<file path="config.mk">
export PLATFORM = sky130hd
export DESIGN_NAME = wavh_parser
export DESIGN_NICKNAME = d
export VERILOG_FILES = /design/src/wavh_pkg.sv /design/src/wavh_parser.sv
export SDC_FILE = /design/constraint.sdc
export NUM_CORES = 1
export LEC_CHECK = 0
export BUFFER_PORTS_ARGS = -buffer_cell sky130_fd_sc_hd__buf_2
export CORE_ASPECT_RATIO = 1.4
export CORE_MARGIN = 2
export CORE_UTILIZATION = 50
export DETAILED_ROUTE_END_ITERATION = 10
export PLACE_DENSITY_LB_ADDON = 0.2
export SYNTH_ARGS = -nofsm -noshare
export SYNTH_HDL_FRONTEND = slang
export SYNTH_SLANG_ARGS = --single-unit
export TNS_END_PERCENT = 30
</file>
<file path="constraint.sdc">
create_clock -name clk -period 7.3 [get_ports clk]
set_input_delay 0.365 -clock clk [delete_from_list [all_inputs] [get_ports clk]]
set_output_delay 0.365 -clock clk [all_outputs]
set_load 0.005 [all_outputs]
</file>
<file path="src/wavh_pkg.sv">
// Shared types, constants and helpers for the WAV header checker.
package wavh_pkg;

  // Result status codes; first failing check wins, but an early end reports short
  typedef enum logic [2:0] {
    ST_OK           = 3'd0,
    ST_SHORT        = 3'd1,
    ST_BAD_RIFF     = 3'd2,
    ST_BAD_WAVE     = 3'd3,
    ST_BAD_FMT_TAG  = 3'd4,
    ST_BAD_FMT_SIZE = 3'd5,
    ST_BAD_BITS     = 3'd6,
    ST_BAD_CHUNK    = 3'd7
  } status_t;

  // Input item: one header byte plus framing flags
  typedef struct packed {
    logic [7:0] header_byte;
    logic       first_byte;
    logic       end_of_data;
  } in_item_t;

  // Result item
  typedef struct packed {
    status_t            status;
    logic signed [15:0] num_channels;
    logic [31:0]        sample_rate;
    logic [5:0]         bits_per_sample;
    logic [22:0]        period_frames;
  } out_item_t;

  // Configuration port
  localparam int             CFG_ADDR_W     = 3;
  localparam int             CFG_DATA_W     = 32;
  localparam logic           CFG_IDX_PERIOD = 1'b0;
  localparam int             PERIOD_W       = 10;
  localparam logic [9:0]     PERIOD_RESET   = 10'd50;

  // Header layout
  localparam logic [5:0]     HDR_LEN        = 6'd44;
  localparam logic [31:0]    TAG_RIFF       = 32'h52494646;
  localparam logic [31:0]    TAG_WAVE       = 32'h57415645;
  localparam logic [31:0]    TAG_FMT        = 32'h666D7420;
  localparam logic [31:0]    TAG_FACT       = 32'h66616374;
  localparam logic [31:0]    TAG_DATA       = 32'h64617461;
  localparam logic [31:0]    FMT_SIZE_SHORT = 32'd16;
  localparam logic [31:0]    FMT_SIZE_LONG  = 32'd18;
  localparam logic [15:0]    BITS_8         = 16'd8;
  localparam logic [15:0]    BITS_16        = 16'd16;
  localparam logic [15:0]    BITS_32        = 16'd32;

  // x/1000 for any 32-bit x: (x * RECIP_1000) >> RECIP_SHIFT
  localparam int             FRAMES_W       = 23;
  localparam logic [28:0]    RECIP_1000     = 29'd274877907;
  localparam int             RECIP_SHIFT    = 38;

  // Byte idx of a tag in file order (first character is the top byte)
  function automatic logic [7:0] tag_byte(input logic [31:0] tag, input logic [1:0] idx);
    logic [7:0] b;
    case (idx)
      2'd0:    b = tag[31:24];
      2'd1:    b = tag[23:16];
      2'd2:    b = tag[15:8];
      default: b = tag[7:0];
    endcase
    return b;
  endfunction

endpackage

</file>
<file path="src/wavh_parser.sv">
// Byte-at-a-time header parser: tag checks, field capture, result trigger.
module wavh_parser (
  input  logic                clk,
  input  logic                rst_n,
  input  logic                acc,
  input  wavh_pkg::in_item_t  item,
  output logic                res_valid,
  output wavh_pkg::out_item_t res_item
);
  import wavh_pkg::*;

  typedef struct packed {
    logic [5:0]  pos;
    status_t     err;
    logic [31:0] fmt;
    logic [15:0] chan;
    logic [31:0] rate;
    logic [15:0] width;
    logic        fact;
    logic        data;
    logic        sent;
  } parse_t;

  localparam parse_t PARSE_CLEAR = '{
    pos: '0, err: ST_OK, fmt: '0, chan: '0, rate: '0, width: '0,
    fact: 1'b1, data: 1'b1, sent: 1'b0
  };

  // Field offsets
  localparam logic [5:0] OFS_WAVE  = 6'd8;
  localparam logic [5:0] OFS_FMT   = 6'd12;
  localparam logic [5:0] OFS_FSIZE = 6'd16;
  localparam logic [5:0] OFS_CHAN  = 6'd22;
  localparam logic [5:0] OFS_RATE  = 6'd24;
  localparam logic [5:0] OFS_BITS  = 6'd34;
  localparam logic [5:0] OFS_TAG_S = 6'd36;
  localparam logic [5:0] OFS_TAG_L = 6'd38;

  parse_t      st_r, st_nxt, cur;
  logic        emit;
  status_t     emit_status;
  logic [5:0]  pos;
  logic [7:0]  b;
  logic [5:0]  tag_start;
  logic [5:0]  tag_off;

  // Next parse state for the item being accepted
  always_comb begin
    cur         = item.first_byte ? PARSE_CLEAR : st_r;
    st_nxt      = cur;
    emit        = 1'b0;
    emit_status = ST_SHORT;
    b           = item.header_byte;
    pos         = cur.pos;
    tag_start   = OFS_TAG_S;
    tag_off     = '0;
    if (!cur.sent) begin
      if (item.end_of_data) begin
        emit        = 1'b1;
        emit_status = ST_SHORT;
        st_nxt.sent = 1'b1;
      end else if (pos >= HDR_LEN) begin
        st_nxt.sent = 1'b1;
      end else begin
        // fixed tags and field capture
        if (pos < 6'd4) begin
          if (b != tag_byte(TAG_RIFF, pos[1:0]) && st_nxt.err == ST_OK)
            st_nxt.err = ST_BAD_RIFF;
        end else if (pos >= OFS_WAVE && pos < OFS_FMT) begin
          if (b != tag_byte(TAG_WAVE, pos[1:0]) && st_nxt.err == ST_OK)
            st_nxt.err = ST_BAD_WAVE;
        end else if (pos >= OFS_FMT && pos < OFS_FSIZE) begin
          if (b != tag_byte(TAG_FMT, pos[1:0]) && st_nxt.err == ST_OK)
            st_nxt.err = ST_BAD_FMT_TAG;
        end else if (pos >= OFS_FSIZE && pos < 6'd20) begin
          st_nxt.fmt = cur.fmt | (32'(b) << {pos[1:0], 3'b000});
          if (pos == 6'd19 && st_nxt.fmt != FMT_SIZE_SHORT && st_nxt.fmt != FMT_SIZE_LONG
              && st_nxt.err == ST_OK)
            st_nxt.err = ST_BAD_FMT_SIZE;
        end else if (pos == OFS_CHAN || pos == 6'd23) begin
          st_nxt.chan = cur.chan | (16'(b) << {pos[0], 3'b000});
        end else if (pos >= OFS_RATE && pos < 6'd28) begin
          st_nxt.rate = cur.rate | (32'(b) << {pos[1:0], 3'b000});
        end else if (pos == OFS_BITS || pos == 6'd35) begin
          st_nxt.width = cur.width | (16'(b) << {pos[0], 3'b000});
          if (pos == 6'd35 && st_nxt.width != BITS_8 && st_nxt.width != BITS_16
              && st_nxt.width != BITS_32 && st_nxt.err == ST_OK)
            st_nxt.err = ST_BAD_BITS;
        end

        // chunk tag after fmt, shifted by two when fmt carries the extra size word
        tag_start = (st_nxt.fmt == FMT_SIZE_LONG) ? OFS_TAG_L : OFS_TAG_S;
        tag_off   = pos - tag_start;
        if (pos >= tag_start && tag_off < 6'd4) begin
          if (b != tag_byte(TAG_FACT, tag_off[1:0])) st_nxt.fact = 1'b0;
          if (b != tag_byte(TAG_DATA, tag_off[1:0])) st_nxt.data = 1'b0;
          if (tag_off == 6'd3 && !st_nxt.fact && !st_nxt.data && st_nxt.err == ST_OK)
            st_nxt.err = ST_BAD_CHUNK;
        end

        // advance; last header byte fires the result
        st_nxt.pos = pos + 6'd1;
        if (st_nxt.pos == HDR_LEN) begin
          emit        = 1'b1;
          emit_status = st_nxt.err;
          st_nxt.sent = 1'b1;
        end
      end
    end
  end

  // Parse state
  always_ff @(posedge clk) begin
    if (!rst_n) begin
      st_r <= PARSE_CLEAR;
    end else if (acc) begin
      st_r <= st_nxt;
    end
  end

  // Result fields; frames are filled in downstream
  always_comb begin
    res_valid                = acc & emit;
    res_item.status          = emit_status;
    res_item.num_channels    = st_nxt.chan;
    res_item.sample_rate     = st_nxt.rate;
    res_item.bits_per_sample = st_nxt.width[5:0];
    res_item.period_frames   = '0;
  end

endmodule

</file>
Word-level counts from Yosys, hierarchy flattened
Index checks and enable logic that the tools add are counted.

storage, ports and cells
  register bits after elaboration = 108
  output and inout bits = 81
  logic and storage cells = 162

operators by class
  add/sub/neg operators = 2
  magnitude comparators = 12
  equality and inequality tests = 22
  shifts and indexed selects = 2
  muxes and demuxes = 84
  bitwise operators = 5
  reductions and logical operators = 26

operators by type and width
  operator               count
  $mux W96               6
  $mux W108              2
  $mux W107              2
  $mux W8                23
  $mux W32               2
  $mux W64               1
  $ne A32 B5 Y1 const B  2
  $or A32 B32 Y32        2
  $mux W3                21
  $mux W16               3
  $mux W48               1
  $ne A8 B8 Y1           5
  $eq A32 B5 Y1 const B  1
  $or A16 B16 Y16        2
  $shl A8 B5 Y32         1
  $pmux W5 S3            2
  $pmux W7 S3            1
  $pmux W5 S2            2
  $eq A6 B5 Y1 const B   3
  $eq A6 B6 Y1 const B   3
  $logic_and A1 B1 Y1    18
  $lt A6 B5 Y1 const B   3
  $mux W1                16
  $ne A16 B4 Y1 const B  1
  other kinds (20)       30

Logic depth before layout (Yosys ltp)
  word-level depth = 38
  mapped depth = 20
  depth with buffers taken out = 16

Worst setup path before layout
No wires, ideal clock.

  kind = input-to-output
  start = input item[1] (netlist name)
  end = output res_item[77] (netlist name)
  arrival = 4.311 ns
  setup slack = 2.624 ns
  stages on the path = 19
  path buffers = 4
  cells stage by stage = buf_6 -> nand2b_1 -> buf_2 -> inv_2 -> clkbuf_1 -> ha_1 -> clkbuf_1 -> or3_1 -> a211oi_1 -> o211a_1 -> o311a_1 -> ha_1 -> inv_1 -> ha_1 -> xor2_1 -> nor4b_1 -> a31oi_1 -> and3b_1 -> or4_1

RTL lines
  item         RTL line          source
  from (decl)  wavh_parser.sv:6  input wavh_pkg::in_item_t item,
  to (decl)    wavh_parser.sv:8  output wavh_pkg::out_item_t res_item

==> flow_summary.toml <==
[cells_and_area]
drive_gt1_frac = 0.146
largest_reg_flops = 108
seqCellArea_um2 = 2160
stdcell_count = 911
final_cell_mix = "108 x dfxtp_1, 106 x nor2_1, 70 x buf_2"
layout_commonest_cell = "dfxtp_1"
syn_to_final_growth_pct = 2.02
regMostFlops = "st_r"
reg.largest.list = "st_r x108"
multi_input_area_um2 = 3400
finalInstanceArea_um2 = 6570
n_antenna_cell = 0
fillers = 1235
finalNetCount = 786

[routing]
drt_iter0_drc = 402
drt-pass1-iter-count = 5
routed-via-count = 5720
routed_wl_um = 18200
via_per_inst = 6.28
drtAntennaViolNets = 0
post_drt_wl_per_cell_um = 20.0
drc = 0

[power_and_ir_drop]
switchingPower_uw = 325
combPwrFrac = 0.094
p_per_area_nw_per_um2 = 186
leakage_uw = 0.00277
peakVddDrop_mv = 0.108
seq_power_share = 0.491
p_int_uw = 897
switching_share = 0.266
p_clk_frac = 0.415

[setup_path]
r2r-start = "st_r[102]$_SDFFE_PN0P_"
crit_buf_inv = 3
cp-start-kind = "register"
worstReg2RegEnd = "st_r[100]$_SDFFE_PN0P_"
r2r_slack_ps = 2370
max_stage_delay_ps = 600
cp.required_ps = 6930
cp-endpoint = "res_item[79]"
startpoint = "st_r[102]$_SDFFE_PN0P_"
cp_num_cells = 17
crit_top_cell = "ha_1"
crit_type = "reg -> out"
crit_family = "compound AO/OA/AOI/OAI gates"
reg2reg_depth = 16
worstPathCellList = "nand2b_1 -> inv_2 -> ha_1 -> or4_1 -> nor3_1 -> o211a_1 -> o311a_1 -> ha_1 -> inv_1 -> ha_1 -> xor2_1 -> nor4_1 -> a2111o_1 -> a31oi_1 -> nand4b_1 -> a31oi_1 -> buf_2"
arrival_ps = 5360
cp-end-kind = "output port"
crit_slowest_cell = "dfxtp_1"
path_max_fanout = 26

[global_route]
grt_max_degree = 90
grtUsageTotal = 0.264
grt_pass1_vias = 5506
antenna_found_initial = 0
grt_pass1_wl_um = 29300
gr-total-overflow = 0

[place]
placed_cells = 895
place_ws_ps = 2080
dp_hpwl_um = 12300
place_area_um2 = 6260
io_buffers = 70
gp_congestion = 0.911

[clocking]
tritoncts = "yes"
cts_resized = 0
cts_max_path_buffers = 2
htreeDepth = 3
path_clk_slew_ps = 70
post_cts_buffers = 0
clock-root-buffer = "clkbuf_16"
clkSinkCount = 108
hold_buffers = 0
cts_buffers = 9
worst_skew_pair.late_latency_ps = 350

[sta]
setup_ws_ps = 1570
whs_ps = 364
finalHoldViolations = 0
setup_tns_ps = 0
slew_violations = 0
worstMarginPinSlew_ps = 1160
rsz0062_at_grt = "no"
fmax_mhz = 175
min_period_ps = 5730
finalCritPeriodShare = 0.784
skew_ps = 5.69
setup_viol = 0
relSlewSlack = 0.226

[yosys]
yosys_warnings = 0
synth_edf_count = 0
synthCells = 788
synth_cell_types = 75
async_reset_ff_frac = 0
synth_seq_area_share = 0.336
syn_avg_cell_area_um2 = 8.17
yosys_most_used_dff = "dfxtp_1"
ys_seq_elements = 108
syn_area_um2 = 6440

[status]
status = "completed"

[die]
start_util = 0.507
row_count = 49
io_pins = 94
die_area_um2 = 13800
die_w_um = 99.9
fp.coreArea_um2 = 12700
die_h_um = 138

[min_path]
hold_class = "in -> reg"

[flow_run]
drv_cap = 0
==> cell type report <==
cell class / count / share of cell area
Timing Repair Buffer: 77 / 0.0613
Clock buffer: 9 / 0.0343
Multi-Input combinational cell: 530 / 0.517
Tap cell: 153 / 0.0291
Clock inverter: 7 / 0.0133
Sequential cell: 108 / 0.329
Inverter: 27 / 0.0156
==> stage by stage <==
stage / power, µW / utilization
6_report: 1220 / 0.518
3_5_place_dp: 726 / 0.493
4_1_cts: 1230 / 0.518
5_1_grt: 1270 / 0.518
3_3_place_gp: 724 / 0.493
2_1_floorplan: 703 / -
==> worst min-delay path, cell delays in order <==
cell and delay, ps:
buf_2 110, a21oi_1 50, o211ai_1 80, a21oi_1 60
==> cell families after synthesis <==
kind of cell,count (synthesis),synth area share
muxes,1,0.00155
adders and majority gates,20,0.0389
buffers and inverters,172,0.150
other,1,0.000582
xor gates and xnor gates,12,0.0163
DFF,108,0.336
AOI/OAI and AO/OA,215,0.255
and+or+nand+nor,259,0.202
==> how the worst min path moves through the flow <==
stage          cells after the start             startpoint  slack [ps]                endpoint
2_1_floorplan                      2  st_r[68]$_SDFFE_PN0P_         430   st_r[68]$_SDFFE_PN0P_
3_3_place_gp                       2  st_r[68]$_SDFFE_PN0P_         440   st_r[68]$_SDFFE_PN0P_
3_5_place_dp                       2  st_r[68]$_SDFFE_PN0P_         440   st_r[68]$_SDFFE_PN0P_
4_1_cts                            4                item[0]         360  st_r[102]$_SDFFE_PN0P_
5_1_grt                            4                item[0]         390  st_r[102]$_SDFFE_PN0P_
6_report                           4                item[0]         360  st_r[102]$_SDFFE_PN0P_
==> power groups by stage <==
stage          Combinational, µW  Sequential, µW  Clock, µW
2_1_floorplan               91.6             611          0
3_3_place_gp                 111             613          0
3_5_place_dp                 113             613          0
4_1_cts                      113             599        516
5_1_grt                      125             600        541
6_report                     115             599        507
==> Yosys cell counts, drive strengths merged, types with 4 or more instances <==
cell / instances / area (µm²)
o21ai: 22 / 110
a22oi: 54 / 405
a31oi: 9 / 56.3
a21o: 5 / 37.5
ha: 20 / 250
nor2b: 8 / 50.1
xnor2: 6 / 52.6
a22o: 31 / 272
nand2b: 12 / 82.6
o211a: 16 / 160
a32oi: 20 / 175
clkbuf: 52 / 195
nor2: 110 / 443
nand3b: 4 / 30.0
a21oi: 23 / 115
dfxtp: 108 / 2160
nand2: 57 / 216
or4: 5 / 41.3
and2: 6 / 37.5
nand3: 6 / 30.0
xor2: 6 / 52.6
nor4: 14 / 100
inv: 27 / 101
o2bb2ai: 5 / 43.8
buf: 93 / 668
nor3: 11 / 55.1
==> per-layer routing <==
metal  up-vias  routed length [µm]  GRT usage  share of wire
met5         -                   0          0              0
met3        58                1080     0.0389          0.059
li1       2646                   -          -              -
met2       244                8700      0.432           0.48
met1      2772                7680      0.341           0.42
met4         0                 750      0.124          0.041
No activity file was read; power rests on OpenSTA's default activity.
